**config.mk**
```make
export PLATFORM = sky130hd
export DESIGN_NAME = relative_strength_index_unit
export DESIGN_NICKNAME = d
export VERILOG_FILES = /design/src/design/rsi_pkg.sv /design/src/design/rsi_div_lane.sv /design/src/design/rsi_datapath.sv /design/src/design/rsi_sequencer.sv /design/src/design/relative_strength_index_unit.sv
export SDC_FILE = /design/constraint.sdc
export NUM_CORES = 2
export LEC_CHECK = 0
export ABC_AREA = 1
export BUFFER_PORTS_ARGS = -buffer_cell sky130_fd_sc_hd__buf_2
export CORE_ASPECT_RATIO = 1.4
export CORE_MARGIN = 5
export CORE_UTILIZATION = 49
export DETAILED_ROUTE_END_ITERATION = 10
export GPL_ROUTABILITY_DRIVEN = 0
export GPL_TIMING_DRIVEN = 0
export SLEW_MARGIN = 10
export SYNTH_ARGS = -nofsm -noshare
export SYNTH_HDL_FRONTEND = slang
export SYNTH_SLANG_ARGS = --single-unit
```
**constraint.sdc**
```tcl
create_clock -name clk -period 16.9 [get_ports clk]
set_clock_uncertainty 0.1 [all_clocks]
set_input_delay 2.535 -clock clk [delete_from_list [all_inputs] [get_ports clk]]
set_output_delay 2.535 -clock clk [all_outputs]
set_load 0.05 [all_outputs]
```
**src/design/rsi_pkg.sv**
```systemverilog
// ----------------------------------------------------------------------------
// rsi_pkg
// Shared widths, constants, datapath operation codes and the status flags
// that the datapath reports to the microcode sequencer.
// ----------------------------------------------------------------------------
package rsi_pkg;

  localparam int ACC_BITS    = 56;
  localparam int REM_BITS    = ACC_BITS + 1;
  localparam int CLOSE_BITS  = 32;
  localparam int PERIOD_BITS = 8;
  localparam int SEEN_BITS   = 9;
  localparam int RSI_BITS    = 14;

  localparam int PRICE_BITS_DEFAULT = 32;
  localparam int FRAC_BITS_DEFAULT  = 16;

  localparam logic [PERIOD_BITS-1:0] PERIOD_RESET = 8'd14;
  localparam logic [RSI_BITS-1:0]    RSI_SCALE    = 14'd10000;
  localparam logic [RSI_BITS-1:0]    RSI_NEUTRAL  = 14'd5000;

  // datapath operations, one per control word
  typedef logic [3:0] op_t;
  localparam op_t OP_TAKE        = 4'd0;
  localparam op_t OP_NOP         = 4'd1;
  localparam op_t OP_DIFF        = 4'd2;
  localparam op_t OP_ACCUM       = 4'd3;
  localparam op_t OP_SEED_LOAD   = 4'd4;
  localparam op_t OP_SMOOTH_MUL  = 4'd5;
  localparam op_t OP_SMOOTH_LOAD = 4'd6;
  localparam op_t OP_DIV_STEP    = 4'd7;
  localparam op_t OP_STORE_AVG   = 4'd8;
  localparam op_t OP_RATIO_LOAD  = 4'd9;
  localparam op_t OP_SET_RATIO   = 4'd10;
  localparam op_t OP_SET_FULL    = 4'd11;
  localparam op_t OP_SET_NEUTRAL = 4'd12;
  localparam op_t OP_OUT         = 4'd13;

  typedef struct packed {
    logic req;
    logic seen_zero;
    logic seeded;
    logic seen_eq_p;
    logic cnt_nz;
    logic loss_zero;
    logic out_busy;
  } flags_t;

endpackage

```
**src/design/rsi_div_lane.sv**
```systemverilog
// ----------------------------------------------------------------------------
// rsi_div_lane
// Restoring divider lane, one quotient bit per step. The dividend shifts out
// of the quotient register into the partial remainder.
// ----------------------------------------------------------------------------
module rsi_div_lane (
  input  logic                          clk,
  input  logic                          load,
  input  logic                          step,
  input  logic [rsi_pkg::REM_BITS-1:0]  rem_init,
  input  logic [rsi_pkg::ACC_BITS-1:0]  quo_init,
  input  logic [rsi_pkg::REM_BITS-1:0]  div_init,
  output logic [rsi_pkg::ACC_BITS-1:0]  quo
);

  logic [rsi_pkg::REM_BITS-1:0] rem;
  logic [rsi_pkg::REM_BITS-1:0] divisor;
  logic [rsi_pkg::REM_BITS:0]   rem_sh;
  logic [rsi_pkg::REM_BITS:0]   rem_sub;
  logic                         fits;

  assign rem_sh  = {rem, quo[rsi_pkg::ACC_BITS-1]};
  assign fits    = rem_sh >= {1'b0, divisor};
  assign rem_sub = rem_sh - {1'b0, divisor};

  always_ff @(posedge clk) begin
    if (load) begin
      rem     <= rem_init;
      quo     <= quo_init;
      divisor <= div_init;
    end else if (step) begin
      rem <= fits ? rem_sub[rsi_pkg::REM_BITS-1:0] : rem_sh[rsi_pkg::REM_BITS-1:0];
      quo <= {quo[rsi_pkg::ACC_BITS-2:0], fits};
    end
  end

endmodule

```
**src/design/rsi_datapath.sv**
```systemverilog
// ----------------------------------------------------------------------------
// rsi_datapath
// Price history, running averages, two divider lanes and the result and
// output registers, all driven by the operation code of the current step.
// ----------------------------------------------------------------------------
module rsi_datapath #(
  parameter int PRICE_BITS = rsi_pkg::PRICE_BITS_DEFAULT,
  parameter int FRAC_BITS  = rsi_pkg::FRAC_BITS_DEFAULT
) (
  input  logic                             clk,
  input  logic                             rst,
  input  rsi_pkg::op_t                     op,
  output rsi_pkg::flags_t                  flags,
  input  logic                             price_valid,
  output logic                             price_stall,
  input  logic [rsi_pkg::CLOSE_BITS-1:0]   close_price,
  output logic                             rsi_valid,
  input  logic                             rsi_stall,
  output logic [rsi_pkg::RSI_BITS-1:0]     rsi_centi,
  output logic                             rsi_ready,
  input  logic                             cfg_valid,
  input  logic [rsi_pkg::PERIOD_BITS-1:0]  rsi_period
);

  localparam int PW = (PRICE_BITS < rsi_pkg::CLOSE_BITS) ? PRICE_BITS : rsi_pkg::CLOSE_BITS;
  localparam int ACC = rsi_pkg::ACC_BITS;
  localparam int PB = rsi_pkg::PERIOD_BITS;
  localparam int MUL_BITS = ACC + PB;
  localparam int PROD_BITS = ACC + rsi_pkg::RSI_BITS;
  localparam int CNT_BITS = $clog2(ACC);
  localparam logic [CNT_BITS-1:0] DIV_LAST = CNT_BITS'(ACC - 1);
  localparam logic [CNT_BITS-1:0] RATIO_LAST = CNT_BITS'(rsi_pkg::RSI_BITS - 1);

  logic [PB-1:0]                    period;
  logic [PW-1:0]                    price;
  logic [PW-1:0]                    prev;
  logic [rsi_pkg::SEEN_BITS-1:0]    seen;
  logic [ACC-1:0]                   run_gain;
  logic [ACC-1:0]                   run_loss;
  logic [ACC-1:0]                   gain;
  logic [ACC-1:0]                   loss;
  logic [CNT_BITS-1:0]              cnt;
  logic [rsi_pkg::RSI_BITS-1:0]     res_rsi;
  logic                             res_ready;

  logic [PB-1:0]                    p;
  logic [PB-1:0]                    p_less;
  logic [rsi_pkg::SEEN_BITS-1:0]    p_plus;
  logic [PW-1:0]                    rise;
  logic [PW-1:0]                    fall;
  logic [MUL_BITS-1:0]              mul_gain;
  logic [MUL_BITS-1:0]              mul_loss;
  logic [PROD_BITS-1:0]             prod;

  logic                             load_a;
  logic                             load_b;
  logic                             div_step;
  logic [rsi_pkg::REM_BITS-1:0]     rem_init_a;
  logic [ACC-1:0]                   quo_init_a;
  logic [rsi_pkg::REM_BITS-1:0]     div_init_a;
  logic [ACC-1:0]                   quo_init_b;
  logic [rsi_pkg::REM_BITS-1:0]     div_init_p;
  logic [ACC-1:0]                   quo_a;
  logic [ACC-1:0]                   quo_b;

  // a period of zero behaves as one
  assign p        = (period == '0) ? PB'(1) : period;
  assign p_less   = p - PB'(1);
  assign p_plus   = {1'b0, p} + rsi_pkg::SEEN_BITS'(1);
  assign rise     = price - prev;
  assign fall     = prev - price;
  assign mul_gain = MUL_BITS'(run_gain) * MUL_BITS'(p_less);
  assign mul_loss = MUL_BITS'(run_loss) * MUL_BITS'(p_less);
  assign prod     = PROD_BITS'(run_gain) * PROD_BITS'(rsi_pkg::RSI_SCALE);

  assign flags.req       = price_valid;
  assign flags.seen_zero = seen == '0;
  assign flags.seeded    = seen >= p_plus;
  assign flags.seen_eq_p = seen == {1'b0, p};
  assign flags.cnt_nz    = cnt != '0;
  assign flags.loss_zero = run_loss == '0;
  assign flags.out_busy  = rsi_valid & rsi_stall;

  assign price_stall = op != rsi_pkg::OP_TAKE;

  // lane loads for the average divisions and for the ratio
  assign div_init_p = rsi_pkg::REM_BITS'(p);
  assign load_b     = (op == rsi_pkg::OP_SEED_LOAD) | (op == rsi_pkg::OP_SMOOTH_LOAD);
  assign load_a     = load_b | (op == rsi_pkg::OP_RATIO_LOAD);
  assign div_step   = op == rsi_pkg::OP_DIV_STEP;

  always_comb begin
    case (op)
      rsi_pkg::OP_SEED_LOAD: begin
        rem_init_a = '0;
        quo_init_a = run_gain;
        div_init_a = div_init_p;
        quo_init_b = run_loss;
      end
      rsi_pkg::OP_SMOOTH_LOAD: begin
        rem_init_a = '0;
        quo_init_a = run_gain + gain;
        div_init_a = div_init_p;
        quo_init_b = run_loss + loss;
      end
      default: begin
        // high part of the scaled gain stays below the divisor
        rem_init_a = rsi_pkg::REM_BITS'(prod[PROD_BITS-1:rsi_pkg::RSI_BITS]);
        quo_init_a = {prod[rsi_pkg::RSI_BITS-1:0], {(ACC-rsi_pkg::RSI_BITS){1'b0}}};
        div_init_a = {1'b0, run_gain} + {1'b0, run_loss};
        quo_init_b = run_loss + loss;
      end
    endcase
  end

  rsi_div_lane u_lane_a (
    .clk      (clk),
    .load     (load_a),
    .step     (div_step),
    .rem_init (rem_init_a),
    .quo_init (quo_init_a),
    .div_init (div_init_a),
    .quo      (quo_a)
  );

  rsi_div_lane u_lane_b (
    .clk      (clk),
    .load     (load_b),
    .step     (div_step),
    .rem_init ('0),
    .quo_init (quo_init_b),
    .div_init (div_init_p),
    .quo      (quo_b)
  );

  // history and averages, cleared by reset and by a period write
  always_ff @(posedge clk) begin
    if (rst) begin
      period   <= rsi_pkg::PERIOD_RESET;
      prev     <= '0;
      seen     <= '0;
      run_gain <= '0;
      run_loss <= '0;
    end else if (cfg_valid) begin
      period   <= rsi_period;
      prev     <= '0;
      seen     <= '0;
      run_gain <= '0;
      run_loss <= '0;
    end else begin
      case (op)
        rsi_pkg::OP_DIFF: begin
          prev <= price;
          if (seen == '0) begin
            seen <= rsi_pkg::SEEN_BITS'(1);
          end
        end
        rsi_pkg::OP_ACCUM: begin
          run_gain <= run_gain + gain;
          run_loss <= run_loss + loss;
          seen     <= seen + rsi_pkg::SEEN_BITS'(1);
        end
        rsi_pkg::OP_SMOOTH_MUL: begin
          run_gain <= mul_gain[ACC-1:0];
          run_loss <= mul_loss[ACC-1:0];
        end
        rsi_pkg::OP_STORE_AVG: begin
          run_gain <= quo_a;
          run_loss <= quo_b;
        end
        default: begin
        end
      endcase
    end
  end

  // working registers
  always_ff @(posedge clk) begin
    case (op)
      rsi_pkg::OP_TAKE: begin
        price <= close_price[PW-1:0];
      end
      rsi_pkg::OP_DIFF: begin
        if (price > prev) begin
          gain <= ACC'(rise) << FRAC_BITS;
          loss <= '0;
        end else begin
          gain <= '0;
          loss <= ACC'(fall) << FRAC_BITS;
        end
      end
      rsi_pkg::OP_SEED_LOAD, rsi_pkg::OP_SMOOTH_LOAD: begin
        cnt <= DIV_LAST;
      end
      rsi_pkg::OP_RATIO_LOAD: begin
        cnt <= RATIO_LAST;
      end
      rsi_pkg::OP_DIV_STEP: begin
        cnt <= cnt - CNT_BITS'(1);
      end
      rsi_pkg::OP_SET_RATIO: begin
        res_rsi   <= quo_a[rsi_pkg::RSI_BITS-1:0];
        res_ready <= 1'b1;
      end
      rsi_pkg::OP_SET_FULL: begin
        res_rsi   <= rsi_pkg::RSI_SCALE;
        res_ready <= 1'b1;
      end
      rsi_pkg::OP_SET_NEUTRAL: begin
        res_rsi   <= rsi_pkg::RSI_NEUTRAL;
        res_ready <= 1'b0;
      end
      default: begin
      end
    endcase
  end

  // output register, loaded only once the previous request has gone
  always_ff @(posedge clk) begin
    if (rst) begin
      rsi_valid <= 1'b0;
    end else if ((op == rsi_pkg::OP_OUT) && !(rsi_valid && rsi_stall)) begin
      rsi_valid <= 1'b1;
    end else if (rsi_valid && !rsi_stall) begin
      rsi_valid <= 1'b0;
    end
  end

  always_ff @(posedge clk) begin
    if ((op == rsi_pkg::OP_OUT) && !(rsi_valid && rsi_stall)) begin
      rsi_centi <= res_rsi;
      rsi_ready <= res_ready;
    end
  end

endmodule

```
**src/design/rsi_sequencer.sv**
```systemverilog
// ----------------------------------------------------------------------------
// rsi_sequencer
// Step counter and microcode table. Each control word names a datapath
// operation, a jump condition and a jump target; otherwise the step advances.
// ----------------------------------------------------------------------------
module rsi_sequencer (
  input  logic            clk,
  input  logic            rst,
  input  rsi_pkg::flags_t flags,
  output rsi_pkg::op_t    op
);

  typedef logic [4:0] step_t;
  typedef logic [3:0] cond_t;

  typedef struct packed {
    rsi_pkg::op_t op;
    cond_t        cond;
    step_t        target;
  } uword_t;

  localparam cond_t C_NEVER     = 4'd0;
  localparam cond_t C_ALWAYS    = 4'd1;
  localparam cond_t C_NO_REQ    = 4'd2;
  localparam cond_t C_SEEN_ZERO = 4'd3;
  localparam cond_t C_SEEDED    = 4'd4;
  localparam cond_t C_SEEN_NE_P = 4'd5;
  localparam cond_t C_CNT_NZ    = 4'd6;
  localparam cond_t C_LOSS_ZERO = 4'd7;
  localparam cond_t C_OUT_BUSY  = 4'd8;

  localparam step_t S_IDLE      = 5'd0;
  localparam step_t S_DIFF      = 5'd1;
  localparam step_t S_BRANCH    = 5'd2;
  localparam step_t S_ACCUM     = 5'd3;
  localparam step_t S_SEED_LOAD = 5'd4;
  localparam step_t S_SMOOTH    = 5'd5;
  localparam step_t S_SM_LOAD   = 5'd6;
  localparam step_t S_DIV_LOOP  = 5'd7;
  localparam step_t S_STORE     = 5'd8;
  localparam step_t S_LOSS_TEST = 5'd9;
  localparam step_t S_RATIO     = 5'd10;
  localparam step_t S_RAT_LOOP  = 5'd11;
  localparam step_t S_SET_RATIO = 5'd12;
  localparam step_t S_SET_FULL  = 5'd13;
  localparam step_t S_SET_NEUT  = 5'd14;
  localparam step_t S_OUT       = 5'd15;
  localparam step_t S_RETURN    = 5'd16;

  function automatic uword_t ucode(input step_t s);
    uword_t w;
    case (s)
      S_IDLE:      w = '{rsi_pkg::OP_TAKE,        C_NO_REQ,    S_IDLE};
      S_DIFF:      w = '{rsi_pkg::OP_DIFF,        C_SEEN_ZERO, S_SET_NEUT};
      S_BRANCH:    w = '{rsi_pkg::OP_NOP,         C_SEEDED,    S_SMOOTH};
      S_ACCUM:     w = '{rsi_pkg::OP_ACCUM,       C_SEEN_NE_P, S_SET_NEUT};
      S_SEED_LOAD: w = '{rsi_pkg::OP_SEED_LOAD,   C_ALWAYS,    S_DIV_LOOP};
      S_SMOOTH:    w = '{rsi_pkg::OP_SMOOTH_MUL,  C_NEVER,     S_IDLE};
      S_SM_LOAD:   w = '{rsi_pkg::OP_SMOOTH_LOAD, C_NEVER,     S_IDLE};
      S_DIV_LOOP:  w = '{rsi_pkg::OP_DIV_STEP,    C_CNT_NZ,    S_DIV_LOOP};
      S_STORE:     w = '{rsi_pkg::OP_STORE_AVG,   C_NEVER,     S_IDLE};
      S_LOSS_TEST: w = '{rsi_pkg::OP_NOP,         C_LOSS_ZERO, S_SET_FULL};
      S_RATIO:     w = '{rsi_pkg::OP_RATIO_LOAD,  C_NEVER,     S_IDLE};
      S_RAT_LOOP:  w = '{rsi_pkg::OP_DIV_STEP,    C_CNT_NZ,    S_RAT_LOOP};
      S_SET_RATIO: w = '{rsi_pkg::OP_SET_RATIO,   C_ALWAYS,    S_OUT};
      S_SET_FULL:  w = '{rsi_pkg::OP_SET_FULL,    C_ALWAYS,    S_OUT};
      S_SET_NEUT:  w = '{rsi_pkg::OP_SET_NEUTRAL, C_NEVER,     S_IDLE};
      S_OUT:       w = '{rsi_pkg::OP_OUT,         C_OUT_BUSY,  S_OUT};
      S_RETURN:    w = '{rsi_pkg::OP_NOP,         C_ALWAYS,    S_IDLE};
      default:     w = '{rsi_pkg::OP_NOP,         C_ALWAYS,    S_IDLE};
    endcase
    return w;
  endfunction

  step_t  pc;
  step_t  pc_next;
  uword_t word;
  logic   take;

  assign word = ucode(pc);
  assign op   = word.op;

  always_comb begin
    case (word.cond)
      C_NEVER:     take = 1'b0;
      C_ALWAYS:    take = 1'b1;
      C_NO_REQ:    take = !flags.req;
      C_SEEN_ZERO: take = flags.seen_zero;
      C_SEEDED:    take = flags.seeded;
      C_SEEN_NE_P: take = !flags.seen_eq_p;
      C_CNT_NZ:    take = flags.cnt_nz;
      C_LOSS_ZERO: take = flags.loss_zero;
      C_OUT_BUSY:  take = flags.out_busy;
      default:     take = 1'b1;
    endcase
    pc_next = take ? word.target : pc + 5'd1;
  end

  always_ff @(posedge clk) begin
    if (rst) begin
      pc <= S_IDLE;
    end else begin
      pc <= pc_next;
    end
  end

endmodule

```
**src/design/relative_strength_index_unit.sv**
```systemverilog
// ----------------------------------------------------------------------------
// relative_strength_index_unit
// Wilder relative strength index over a stream of close prices.
// ----------------------------------------------------------------------------
// Usage:
// - price channel (price_valid, price_stall, close_price): one close per
//   request; the unit stalls while an item is being worked on.
// - result channel (rsi_valid, rsi_stall, rsi_centi, rsi_ready): one result
//   per price, held in an output register until taken.
// - cfg channel (cfg_valid, cfg_ready, rsi_period): cfg_ready is always high;
//   a write restarts seeding. Write only while the unit is idle.
// A microcode program runs per item, and the next price is accepted only
// once the program for the last one has returned to idle. The item that
// completes seeding and every smoothed item run two 56-step average
// divisions side by side in two divider lanes plus a 14-step ratio
// division; with zero average loss the ratio is skipped.
// Reset sets the period to 14 and clears the price history and averages.
// A stalled result holds; the next item is still worked on and waits in
// the output step until the register frees up.
// ----------------------------------------------------------------------------
module relative_strength_index_unit #(
  parameter int PRICE_BITS = rsi_pkg::PRICE_BITS_DEFAULT,
  parameter int FRAC_BITS  = rsi_pkg::FRAC_BITS_DEFAULT
) (
  input  logic                             clk,
  input  logic                             rst,
  input  logic                             price_valid,
  output logic                             price_stall,
  input  logic [rsi_pkg::CLOSE_BITS-1:0]   close_price,
  output logic                             rsi_valid,
  input  logic                             rsi_stall,
  output logic [rsi_pkg::RSI_BITS-1:0]     rsi_centi,
  output logic                             rsi_ready,
  input  logic                             cfg_valid,
  output logic                             cfg_ready,
  input  logic [rsi_pkg::PERIOD_BITS-1:0]  rsi_period
);

  rsi_pkg::op_t    op;
  rsi_pkg::flags_t flags;

  assign cfg_ready = 1'b1;

  rsi_sequencer u_seq (
    .clk   (clk),
    .rst   (rst),
    .flags (flags),
    .op    (op)
  );

  rsi_datapath #(
    .PRICE_BITS (PRICE_BITS),
    .FRAC_BITS  (FRAC_BITS)
  ) u_dp (
    .clk         (clk),
    .rst         (rst),
    .op          (op),
    .flags       (flags),
    .price_valid (price_valid),
    .price_stall (price_stall),
    .close_price (close_price),
    .rsi_valid   (rsi_valid),
    .rsi_stall   (rsi_stall),
    .rsi_centi   (rsi_centi),
    .rsi_ready   (rsi_ready),
    .cfg_valid   (cfg_valid),
    .rsi_period  (rsi_period)
  );

endmodule

```
==> results.toml <==
[drt]
vias = 86000
ant_nets = 0
first_iter_violations = 10100
wirelength_mm = 387
drt_first_pass_iters = 9
wire_per_inst_um = 27.1
drc = 0
vias_per_cell = 6.03

[cts]
cts_sinks = 602
holdBufCountCts = 0
cts_resized = 0
cts-root-buf = "clkbuf_16"
cts_max_level = 3
cts_tree = "done"
cts_buffer_depth = 3
cts_setup_buffers = 0
cts.clk_slew.worst_paths_ns = 0.07
cts_buffers = 71
clk_latency_ns = 0.80

[critical_path]
crit_top_cell = "nand2_1"
slowest_delay_ns = 0.97
start_kind = "register"
cp-end-kind = "register"
cp.required_ns = 17.53
critPathSlowestCell = "clkbuf_1"
crit_type = "reg2reg"
critPathMaxFanout = 11
crit_arrival_ns = 12.22

[cells_and_area]
nets = 13300
drive_above_1_share_pct = 3.76
area_delta_synth_final_pct = 7.54
fillers = 16700
final_area_mm2 = 0.0882

[yosys]
yosys.area_share.xor_xnor_pct = 1.76
synthAdderAreaFrac_pct = 27.6
synth-edff-count = 366
synth_area_leader_cell = "fa_1"
syn_nets = 13200
synth_compound_area_share_pct = 14.8
synth_ff_type = "edfxtp_1"
syn_avg_cell_area_um2 = 6.95
post_synth_inst_count = 11800
seq_area_frac_synth_pct = 19.2
synth_top_cell_area_share_pct = 18.6
synth_cell_types = 62
synth_top_family_by_area = "adder cells"
synth_most_common_cell = "inv_1"
synth-simple-area-share_pct = 24.2
synth_mux_area_share_pct = 0
synth_area_mm2 = 0.0820
synth_area_leaders = "fa_1, edfxtp_1, inv_1, nand2_1, ha_1"
synth_seq_cells = 602
yosys_warnings = 0
synthTopCellsByCount = "inv_1, nand2_1, nor2_1, a21oi_1, fa_1"
async_flop_share_pct = 0

[timing]
min_period_ns = 11.59
worstMarginPinSlew_ns = 1.50
fmax_ghz = 0.0863
timing.final.ws_setup_ns = 5.31
rsz0062_at_grt = "false"
finalMaxSlewViolations = 0
relSlewSlack_pct = 0.155
final_hold_viol_count = 0
min_period_over_period_pct = 68.6
setup_tns_ns = 0
setup_violations = 0

[grt]
grt_pass1_wl_mm = 554
grt_overflow_total = 0
antenna_found_initial = 32
grt_max_degree = 58
grt_usage_pct = 43.3
grt_pass1_vias = 83500

[hold_path]
hp-class = "reg2reg"

[floorplanning]
start_util_pct = 49.3
die_w_um = 356
die-area_mm2 = 0.176
die_h_um = 494
core_mm2 = 0.166
pin_count = 63
core.rowCount = 177

[status]
status = "finished, violations left"
violations = "capacitance limit"

[power_and_ir_drop]
vdd_drop_max_mv = 0.105
leakage_nw = 41.0
p_per_area_mw_per_mm2 = 138

[place]
preCtsSetupSlack_ns = 5.24
hpwl_mm = 310
io_buffer_count = 59
placed_area_mm2 = 0.0855

[job]
cap_viol_max_count = 1
## critical path, delay by kind of cell, from the launching register on
| kind | cells | cell delay [ns] |
|---|---|---|
| compound gates | 1 | 0.52 |
| flops | 1 | 0.92 |
| simple gates | 18 | 3.77 |
| buf+inv | 5 | 3.34 |
| fa+ha+maj | 6 | 2.87 |
## flip-flops by register name, indices dropped and copies added, names as in the netlist
name and cells:
u_dp.res_ready 1, u_dp.seen 9, u_dp.price 32, u_dp.u_lane_b.divisor 8, u_dp.loss 32, u_dp.prev 32, u_seq.word 12, u_dp.rsi_valid 1
u_dp.period 8, u_dp.run_gain 56, u_dp.u_lane_b.rem 57, u_dp.run_loss 56, u_dp.rsi_centi 14, u_dp.u_lane_a.quo 56, u_dp.rsi_ready 1, u_dp.u_lane_a.rem 57
u_dp.gain 32, u_dp.u_lane_b.quo 56, u_dp.res_rsi 14, u_dp.cnt 6, u_dp.u_lane_a.divisor 57, u_seq.pc 5
## cells by family (layout without fill, tap and decap cells)
logic type | count (synthesis) | after routing
and+or+nand+nor | 4820 | 4820
buffers and inverters | 2691 | 2900
AOI/OAI and AO/OA | 2159 | 2159
adders and majority gates | 1355 | 1355
DFF | 602 | 602
xor gates and xnor gates | 165 | 165
other | 1 | 33
## path summary, 6_finish.rpt
path / end / slack, ns / depth (start not counted) / startpoint
setup / recovery: u_dp.run_loss[53] / 5.31 / 30 / u_dp.period[1]
hold / removal: u_dp.rsi_centi[3] / 0.31 / 0 / u_dp.res_rsi[3]
setup reg to reg: u_dp.run_loss[53] / 5.31 / 30 / u_dp.period[1]
hold reg to reg: u_dp.rsi_centi[3] / 0.31 / 0 / u_dp.res_rsi[3]
## layer usage
metal / vias to the layer above / global-route usage (%) / wire length, µm / part of all wire [%]
met3: 2058 / 13.2 / 41200 / 11
met2: 5449 / 67.7 / 168000 / 43
met1: 40600 / 45.1 / 125000 / 32
met5: - / 0.466 / 72 / 0.019
li1: 37800 / - / - / -
met4: 10 / 44.3 / 53400 / 14
## final cells by class
cell class / count / area (µm²) / area share, %
multi-input combinational: 8500 / 56200 / 63.7
sequential: 602 / 15700 / 17.8
inverter: 2402 / 9020 / 10.2
tap: 2237 / 2800 / 3.17
clock buffer: 91 / 2000 / 2.26
buffer: 289 / 1260 / 1.43
timing repair buffer: 77 / 629 / 0.714
clock inverter: 41 / 537 / 0.609
antenna: 32 / 80.1 / 0.0908
## report_power, final
part	switching, mW	internal [mW]
Combinational	5.53	2.31
Clock	0.761	0.962
Sequential	0.505	2.14
Total	6.80	5.41
## through the flow
step           utilization [%]  power, mW  cells  hold slack (ns)
4_1_cts                   52.9       11.8  14200            0.306
3_3_place_gp              51.2       9.96  14100            0.302
5_1_grt                   53.0       12.9  14200            0.320
2_1_floorplan                -       7.29  11800            0.300
6_report                  53.0       12.2  14300            0.308
3_5_place_dp              51.4       10.0  14100            0.305
## cell usage in the layout (no fill, tap or decap), types with 36 or more instances in the layout
cell	n
inv_1	2330
nand2_1	2152
nor2_1	1714
a21oi_1	919
fa_1	762
o21ai_0	688
ha_1	593
nand3_1	546
edfxtp_1	366
dfxtp_1	236
clkbuf_1	199
nor3_1	105
nand4_1	100
xor2_1	99
buf_2	98
a31oi_1	95
o211ai_1	77
clkbuf_16	76
or2_2	66
a21o_1	62
o21bai_1	60
xnor2_1	59
o21a_1	54
clkinv_1	54
o21ai_1	46
nand3b_1	45
o221ai_1	40
clkbuf_2	36
(Power assumes the default switching activity.)
